===== config.mk =====
export PLATFORM = sky130hd
export DESIGN_NAME = texel_component_to_rgba8
export DESIGN_NICKNAME = d
export VERILOG_FILES = /design/src/rtl/core/tcr8_pkg.sv /design/src/rtl/core/tcr8_float_to_byte.sv /design/src/rtl/core/tcr8_convert.sv /design/src/rtl/core/texel_component_to_rgba8.sv
export SDC_FILE = /design/constraint.sdc
export NUM_CORES = 1
export LEC_CHECK = 0
export BUFFER_PORTS_ARGS = -buffer_cell sky130_fd_sc_hd__buf_2
export CAP_MARGIN = 30
export CORE_ASPECT_RATIO = 1.2
export CORE_MARGIN = 4
export CORE_UTILIZATION = 40
export DETAILED_ROUTE_END_ITERATION = 8
export GPL_TIMING_DRIVEN = 0
export PLACE_DENSITY = 0.62
export SLEW_MARGIN = 40
export SYNTH_ARGS = -nofsm -noshare
export SYNTH_HDL_FRONTEND = slang
export SYNTH_HIERARCHICAL = 1
export SYNTH_SLANG_ARGS = --single-unit

===== constraint.sdc =====
create_clock -name aclk -period 13.5 [get_ports aclk]
set_clock_uncertainty 0.05 [all_clocks]
set_input_delay 2.7 -clock aclk [delete_from_list [all_inputs] [get_ports aclk]]
set_output_delay 2.7 -clock aclk [all_outputs]
set_load 0.03 [all_outputs]

===== src/rtl/core/tcr8_pkg.sv =====
// Shared types, register indexes and the sRGB decode table for the texel byte converter.
`timescale 1ns / 1ps
`default_nettype none

package tcr8_pkg;

    // Source format codes held in the source format register.
    typedef enum logic [2:0] {
        FMT_FLOAT32 = 3'd0,
        FMT_UNORM32 = 3'd1,
        FMT_UNORM16 = 3'd2,
        FMT_UNORM8  = 3'd3,
        FMT_SRGB8   = 3'd4
    } tcr8_format_t;

    // Configuration register indexes.
    localparam logic [1:0] REG_SOURCE_FORMAT = 2'd0;
    localparam logic [1:0] REG_CHANNEL_COUNT = 2'd1;

    // Register values after reset.
    localparam logic [2:0] SOURCE_FORMAT_RESET = 3'd3;
    localparam logic [2:0] CHANNEL_COUNT_RESET = 3'd4;

    // Channel count that asks for an opaque alpha byte after every texel.
    localparam logic [2:0] RGB_CHANNEL_COUNT = 3'd3;
    // Byte position that an inserted alpha byte occupies.
    localparam logic [1:0] ALPHA_POSITION = 2'd3;
    localparam logic [7:0] OPAQUE_ALPHA = 8'hFF;

    typedef logic [255:0][7:0] tcr8_srgb_lut_t;

    // Exact floor(255 * L(i/255)) for the standard sRGB decode. Above the linear
    // segment, y >= k holds exactly when 255^5 * (40i+561)^12 >= k^5 * 10761^12,
    // so the largest such k is found bit by bit with wide integers.
    function automatic logic [7:0] srgb_entry(input int unsigned idx);
        logic [223:0] base;
        logic [223:0] lhs;
        logic [223:0] rhs;
        logic [7:0]   k;
        logic [7:0]   cand;
        int           n;
        int           b;
        base = 224'd1;
        for (n = 0; n < 12; n++) begin
            base = base * 224'd10761;
        end
        lhs = 224'd1;
        for (n = 0; n < 12; n++) begin
            lhs = lhs * 224'(40 * idx + 561);
        end
        for (n = 0; n < 5; n++) begin
            lhs = lhs * 224'd255;
        end
        k = 8'd0;
        for (b = 7; b >= 0; b--) begin
            cand = k | (8'd1 << b);
            rhs = base;
            for (n = 0; n < 5; n++) begin
                rhs = rhs * 224'(cand);
            end
            if (lhs >= rhs) begin
                k = cand;
            end
        end
        if (idx < 11) begin
            k = 8'd0;
        end
        return k;
    endfunction

    function automatic tcr8_srgb_lut_t build_srgb_lut();
        tcr8_srgb_lut_t lut;
        int             i;
        for (i = 0; i < 256; i++) begin
            lut[i] = srgb_entry(i);
        end
        return lut;
    endfunction

    localparam tcr8_srgb_lut_t SRGB_LUT = build_srgb_lut();

endpackage

`default_nettype wire


===== src/rtl/core/tcr8_float_to_byte.sv =====
// Single-precision float to 8-bit unorm conversion with truncation and clamping.
`timescale 1ns / 1ps
`default_nettype none

module tcr8_float_to_byte
    import tcr8_pkg::*;
(
    input  wire logic [31:0] float_bits,
    output logic      [7:0]  byte_value
);

    logic        sign_bit;
    logic [7:0]  exponent;
    logic [22:0] fraction;
    logic [23:0] mantissa;
    logic [31:0] product;
    logic        product_high;
    logic [23:0] kept;
    logic        guard_bit;
    logic        sticky_bit;
    logic [24:0] rounded;
    logic [8:0]  shift_limit;
    logic [8:0]  shift_count;
    logic [24:0] shifted;

    assign sign_bit = float_bits[31];
    assign exponent = float_bits[30:23];
    assign fraction = float_bits[22:0];
    assign mantissa = {(exponent != 8'd0), fraction};

    // mantissa * 255, then rounded to 24 significant bits, ties to even.
    assign product      = {mantissa, 8'd0} - {8'd0, mantissa};
    assign product_high = product[31];
    assign kept         = product_high ? product[31:8] : product[30:7];
    assign guard_bit    = product_high ? product[7] : product[6];
    assign sticky_bit   = product_high ? (|product[6:0]) : (|product[5:0]);
    assign rounded      = {1'b0, kept} + 25'(guard_bit & (sticky_bit | kept[0]));

    // The rounded value is at least 2^23, so a non-negative scale always saturates.
    assign shift_limit = product_high ? 9'd142 : 9'd143;
    assign shift_count = shift_limit - {1'b0, exponent};
    assign shifted     = rounded >> shift_count[4:0];

    always_comb begin
        if (exponent == 8'hFF) begin
            byte_value = ((fraction != 23'd0) || sign_bit) ? 8'd0 : 8'hFF;
        end else if (sign_bit) begin
            byte_value = 8'd0;
        end else if ({1'b0, exponent} >= shift_limit) begin
            byte_value = 8'hFF;
        end else if (shift_count >= 9'd25) begin
            byte_value = 8'd0;
        end else if (|shifted[24:8]) begin
            byte_value = 8'hFF;
        end else begin
            byte_value = shifted[7:0];
        end
    end

endmodule

`default_nettype wire


===== src/rtl/core/tcr8_convert.sv =====
// Format-dependent conversion of one raw texel component to an 8-bit unorm byte.
`timescale 1ns / 1ps
`default_nettype none

module tcr8_convert
    import tcr8_pkg::*;
(
    input  wire logic [2:0]  source_format,
    input  wire logic [31:0] component,
    output logic      [7:0]  byte_value
);

    logic [7:0]  float_byte;
    logic [39:0] scaled32;
    logic [32:0] fold32;
    logic [7:0]  unorm32_byte;
    logic [23:0] scaled16;
    logic [16:0] fold16;
    logic [7:0]  unorm16_byte;

    tcr8_float_to_byte u_float (
        .float_bits (component),
        .byte_value (float_byte)
    );

    // floor(c*255 / (2^n - 1)): with c*255 = q*2^n + r, the quotient is q,
    // plus one when q + r reaches 2^n - 1.
    assign scaled32     = {component, 8'd0} - {8'd0, component};
    assign fold32       = {1'b0, scaled32[31:0]} + {25'd0, scaled32[39:32]};
    assign unorm32_byte = scaled32[39:32] + 8'(fold32 >= 33'h0_FFFF_FFFF);

    assign scaled16     = {component[15:0], 8'd0} - {8'd0, component[15:0]};
    assign fold16       = {1'b0, scaled16[15:0]} + {9'd0, scaled16[23:16]};
    assign unorm16_byte = scaled16[23:16] + 8'(fold16 >= 17'h0_FFFF);

    always_comb begin
        case (source_format)
            FMT_FLOAT32: byte_value = float_byte;
            FMT_UNORM32: byte_value = unorm32_byte;
            FMT_UNORM16: byte_value = unorm16_byte;
            FMT_UNORM8:  byte_value = component[7:0];
            FMT_SRGB8:   byte_value = SRGB_LUT[component[7:0]];
            default:     byte_value = 8'd0;
        endcase
    end

endmodule

`default_nettype wire


===== src/rtl/core/texel_component_to_rgba8.sv =====
// Top level of the texel component to RGBA8 unorm byte converter.
`timescale 1ns / 1ps
`default_nettype none

// Converts a stream of raw texel components, one per transfer, into 8-bit unorm
// bytes. The source format register selects float32, unorm32, unorm16, unorm8
// or sRGB8 decoding; with a channel count of three, an opaque alpha byte of 255
// follows every third component. That alpha byte carries last_of_run high, and the
// component byte just before it carries last_of_run low, so the two bytes caused by
// one input transfer can be told apart. Each accepted component passes through an
// input register, the combinational conversion logic and an output register, from
// which the converted byte is offered. The block sustains one component per cycle
// while the receiver is ready; an inserted alpha byte occupies the output register
// and holds off the next component meanwhile. Configuration writes are taken in
// every cycle and should only be made while no transfer is in flight. The sRGB
// decode table is a constant built at elaboration.
module texel_component_to_rgba8
    import tcr8_pkg::*;
(
    input  wire logic        aclk,
    input  wire logic        aresetn,

    input  wire logic        cfg_valid,
    output logic             cfg_ready,
    input  wire logic [1:0]  cfg_index,
    input  wire logic [2:0]  cfg_data,

    input  wire logic        s_valid,
    output logic             s_ready,
    input  wire logic [31:0] s_component,

    output logic             m_valid,
    input  wire logic        m_ready,
    output logic      [7:0]  m_out_byte,
    output logic             m_last_of_run
);

    logic [2:0]  source_format_reg;
    logic [2:0]  channel_count_reg;

    logic        in_valid_reg;
    logic        in_valid_next;
    logic [31:0] in_component_reg;

    logic        out_valid_reg;
    logic        out_valid_next;
    logic [7:0]  out_byte_reg;
    logic [7:0]  out_byte_next;
    logic        out_last_reg;
    logic        out_last_next;

    logic        alpha_pending_reg;
    logic        alpha_pending_next;
    logic [1:0]  byte_position_reg;
    logic [1:0]  byte_position_next;

    logic [7:0]  converted_byte;
    logic        out_free;
    logic        component_load;
    logic        alpha_load;
    logic        in_take;
    logic [1:0]  position_step;
    logic        insert_alpha;

    // The register file never stalls a write.
    assign cfg_ready = 1'b1;

    always_ff @(posedge aclk) begin
        if (!aresetn) begin
            source_format_reg <= SOURCE_FORMAT_RESET;
            channel_count_reg <= CHANNEL_COUNT_RESET;
        end else if (cfg_valid && cfg_ready) begin
            if (cfg_index == REG_SOURCE_FORMAT) begin
                source_format_reg <= cfg_data;
            end else if (cfg_index == REG_CHANNEL_COUNT) begin
                channel_count_reg <= cfg_data;
            end
        end
    end

    tcr8_convert u_convert (
        .source_format (source_format_reg),
        .component     (in_component_reg),
        .byte_value    (converted_byte)
    );

    // The output register frees up when it is empty or its byte leaves this cycle.
    // A pending alpha byte goes out before the next converted component.
    assign out_free       = !out_valid_reg || m_ready;
    assign alpha_load     = alpha_pending_reg && out_free;
    assign component_load = in_valid_reg && !alpha_pending_reg && out_free;
    assign in_take        = s_valid && s_ready;
    assign s_ready        = !in_valid_reg || component_load;

    // The texel position advances for every component; with three channels the
    // step onto the alpha slot inserts the alpha byte and wraps to zero.
    assign position_step = byte_position_reg + 2'd1;
    assign insert_alpha  = (channel_count_reg == RGB_CHANNEL_COUNT)
                           && (position_step == ALPHA_POSITION);

    always_comb begin
        in_valid_next      = in_valid_reg;
        out_valid_next     = out_valid_reg;
        out_byte_next      = out_byte_reg;
        out_last_next      = out_last_reg;
        alpha_pending_next = alpha_pending_reg;
        byte_position_next = byte_position_reg;

        if (in_take) begin
            in_valid_next = 1'b1;
        end else if (component_load) begin
            in_valid_next = 1'b0;
        end

        if (alpha_load) begin
            out_valid_next     = 1'b1;
            out_byte_next      = OPAQUE_ALPHA;
            out_last_next      = 1'b1;
            alpha_pending_next = 1'b0;
        end else if (component_load) begin
            out_valid_next     = 1'b1;
            out_byte_next      = converted_byte;
            out_last_next      = !insert_alpha;
            alpha_pending_next = insert_alpha;
            byte_position_next = insert_alpha ? 2'd0 : position_step;
        end else if (m_ready) begin
            out_valid_next = 1'b0;
        end
    end

    always_ff @(posedge aclk) begin
        if (!aresetn) begin
            in_valid_reg      <= 1'b0;
            out_valid_reg     <= 1'b0;
            alpha_pending_reg <= 1'b0;
            byte_position_reg <= 2'd0;
        end else begin
            in_valid_reg      <= in_valid_next;
            out_valid_reg     <= out_valid_next;
            alpha_pending_reg <= alpha_pending_next;
            byte_position_reg <= byte_position_next;
        end
    end

    // Payload registers carry no reset; the valid flags qualify them.
    always_ff @(posedge aclk) begin
        if (in_take) begin
            in_component_reg <= s_component;
        end
        out_byte_reg <= out_byte_next;
        out_last_reg <= out_last_next;
    end

    assign m_valid       = out_valid_reg;
    assign m_out_byte    = out_byte_reg;
    assign m_last_of_run = out_last_reg;

    // A pending alpha byte always sits behind a converted byte still in the
    // output register.
    a_pending_has_output: assert property (
        @(posedge aclk) disable iff (!aresetn)
        alpha_pending_reg |-> out_valid_reg
    ) else $error("alpha byte pending with an empty output register");

    // A byte without last_of_run is always followed by an alpha byte.
    a_not_last_means_pending: assert property (
        @(posedge aclk) disable iff (!aresetn)
        (out_valid_reg && !out_last_reg) |-> alpha_pending_reg
    ) else $error("non-final byte in the output register without a pending alpha");

    // Right after a non-final byte transfers, the opaque alpha byte is offered.
    a_alpha_follows: assert property (
        @(posedge aclk) disable iff (!aresetn)
        (m_valid && m_ready && !m_last_of_run)
            |=> (m_valid && m_last_of_run && (m_out_byte == OPAQUE_ALPHA))
    ) else $error("inserted alpha byte did not follow its component");

endmodule

`default_nettype wire


==> metrics.md <==
| Metric | Value |
|---|---|
| Clk Latency, worst-skew pair | 0.31 ns |
| End of the critical path | m_out_byte[1]$_SDFFE_PP1P_ |
| # rows | 68 |
| Leak pwr | 4.98 nW |
| Antenna violations before repair | 1 |
| Final nets | 1836 |
| Most common cell after layout, fill and taps aside | nand2_1 |
| Post-Synth XOR/XNOR Area | 7.96% |
| Slowest CP cell | edfxtp_1 |
| Critical Path AT | 11.12 ns |
| CP startpoint | in_component_reg[1]$_DFFE_PP_ |
| Post-Synth Simple-Gate Area | 27.4% |
| Initial DRC count | 1145 |
| Vias post-DR | 13.7k |
| First-pass GRT wire length | 69500 µm |
| Maximum Capacitance Violations | 0 |
| Status | complete, no violations |
| Worst Setup End Kind | flip-flop |
| Syn Nets | 1775 |
| Root buffer cell | clkbuf_16 |
| Reg2reg start | in_component_reg[1]$_DFFE_PP_ |
| Die ar. | 0.0323 mm² |
| H-tree Lvls | 2 |
| Area share of fa/ha/maj cells after synthesis | 9.14% |
| Gr usage total | 26.6% |
| Post-synth EDFFs | 32 |
| # setup viols final | 0 |
| WS Path Type | reg -> reg |
| Number of global-route vias before repair | 13.1k |
| Antenna cells | 0 |
| Post-synthesis mux area share | 5.57% |
| Post-Synthesis Cells | 1648 |
| RD Place Congestion | 0.968 |
| Period minus WS final | 10.97 ns |
| Synthesized area per cell | 7.16 µm² |
| Register bit count reported by yosys | 52 |
| Sequential cell area fraction in the yosys report | 11.5% |
| Period utilization | 81.3% |
| Vias per inst | 6.52 |
| Detailed placer's ending HPWL | 35100 µm |
| Area of the core | 0.0289 mm² |
| Post-cts hold buffer count | 0 |
| Worst-Margin Slew | 0.851 ns |
| Max Transition Viols Final | 0 |
| IO Port Bufs | 52 |
| Setup bufs post-CTS | 0 |
| Worst Setup Start Kind | flip-flop |
| Max FFs per register | 32 |
| Detailed Routing Iterations Pass 1 | 7 |
| DRC viols | 0 |
| Post-cts resize count | 0 |
| Highest clock rate | 0.0911 GHz |
| Sinks on Clock Net | 52 |
| Setup TNS | 0 ns |
| Synth async-reset ratio | 0% |
| Grt ovf | 0 |
| Fin cells | 2095 |
| Worst hold path type | reg -> reg |
| Die H | 196 µm |
| Compound-Gate Fraction of Synth Area | 32.6% |
| WP data required | 13.65 ns |
| Crit-path max FO | 15 |
| Relative slew slack | 42.9% |
| Max incr delay on CP | 0.86 ns |
| Depth of the worst register-to-register path | 32 |
| Max rail drop VDD | 49.2 µV |
| RSZ-0062 raised after global routing | false |
| Final hold viol count | 0 |
| Clock transition at path regs | 0.08 ns |
| Routed WL | 44600 µm |
| Power Dens Cells | 76.2 mW/mm² |
| CTS Buf Count | 5 |
| Top FF cell, synth | edfxtp_1 |
| Placed instance count | 2087 |
| Largest family of logic cells by synthesized area | compound AO/OA/AOI/OAI gates |
| Largest net degree at the start of global routing | 18 |
| Die width | 165 µm |
| Most frequent cells in the layout | 179 x nand2_1, 135 x a21oi_1, 129 x nor2_1 |
| Syn Std Cell Area | 0.0118 mm² |
| Synthesis warning total | 6 |
| I/O pins | 54 |
| Share of layout cells above drive strength 1 | 9.01% |
| CTS tree | built |
| Routed length per instance | 21.3 µm |
| CTS Buffer Depth | 2 |
| Antenna viol nets, final | 0 |
| Syn-to-layout area delta | 8.36% |
| Initial core utilization | 40.8% |
| R2R setup slack | 2.53 ns |
| Post-synth cell types | 118 |
| Worst R2R End | m_out_byte[1]$_SDFFE_PP1P_ |
[critical path, delay by kind of cell (launching register included)]
kind | cells | cell delay, ns
AO/OA/AOI/OAI | 11 | 3.68
XOR/XNOR | 2 | 0.71
adder cells (fa/ha/maj) | 2 | 0.68
buffers and inverters | 5 | 1.87
flip-flops | 1 | 0.86
multiplexers | 4 | 1.01
AND/OR/NAND/NOR | 8 | 1.93
[final cells by class]
class	count	area [µm²]
Multi-Input combinational cell	1423	9810
Buffer	94	390
Timing Repair Buffer	54	290
Fill cell	3038	16100
Inverter	79	297
Sequential cell	52	1360
Tap cell	385	482
Clock buffer	6	150
Clock inverter	2	16.3
[cell families (layout without fill, tap and decap cells)]
logic type	after synthesis	in the layout
AND/OR/NAND/NOR	619	619
AO/OA/AOI/OAI	559	559
buffers and inverters	173	235
XOR/XNOR	104	104
adder cells (fa/ha/maj)	85	85
multiplexers	55	55
flip-flops	52	52
other	1	1
[cell usage after synthesis (all sizes together) (14+ instances only)]
cell | number | area [µm²]
nand2 | 180 | 683
a21oi | 138 | 698
nor2 | 130 | 495
o21ai | 123 | 623
ha | 83 | 1040
inv | 76 | 285
xnor2 | 69 | 612
clkbuf | 68 | 255
nand3 | 55 | 280
nor3 | 49 | 255
mux2i | 41 | 410
a211oi | 35 | 263
xor2 | 34 | 305
a21o | 32 | 240
edfxtp | 32 | 961
a31oi | 29 | 181
nand4 | 28 | 175
buf | 26 | 135
nor4 | 26 | 184
and3 | 23 | 149
nor2b | 22 | 145
dfxtp | 20 | 400
o211ai | 19 | 148
o21a | 17 | 128
and2 | 14 | 87.6
[where the power goes]
group | switching, mW | total (mW) | internal, mW | leakage, nW
Clock | 0.0661 | 0.147 | 0.0810 | 0.0786
Combinational | 0.400 | 0.624 | 0.224 | 4.43
Sequential | 0.0225 | 0.204 | 0.182 | 0.473
[worst min path at each step]
stage	end	startpoint	cells after the start	slack, ns
after global routing	m_out_byte[6]$_SDFFE_PP1P_	m_out_byte[6]$_SDFFE_PP1P_	1	0.44
after CTS	m_out_byte[4]$_SDFFE_PP1P_	m_out_byte[4]$_SDFFE_PP1P_	1	0.41
final	m_out_byte[4]$_SDFFE_PP1P_	m_out_byte[4]$_SDFFE_PP1P_	1	0.42
after detailed placement	m_out_byte[4]$_SDFFE_PP1P_	m_out_byte[4]$_SDFFE_PP1P_	1	0.40
after global placement	m_out_byte[2]$_SDFFE_PP1P_	m_out_byte[2]$_SDFFE_PP1P_	1	0.39
after floorplan	channel_count_reg[2]$_SDFFE_PN1P_	channel_count_reg[2]$_SDFFE_PN1P_	2	0.38
[routing by layer]
metal	track usage, %	share of wire [%]	up-vias	wire length [µm]
met5	0	0	-	0
met4	12.9	5.3	0	2380
met3	2.08	5.9	181	2650
met2	48.7	50	662	22500
met1	30.7	38	6460	17100
li1	-	-	6363	-
[through the flow]
step	power [mW]	hold slack (ns)	setup slack [ns]	utilization (%)	area, µm²
after floorplan	0.648	0.384	4.78	-	11800
after global placement	0.806	0.394	2.51	43.4	12500
after detailed placement	0.810	0.397	2.78	43.6	12600
after CTS	0.962	0.413	2.70	44.2	12800
after global routing	1.04	0.443	1.79	44.2	12800
final	0.975	0.416	2.53	44.2	12800
(Power assumes the default switching activity.)
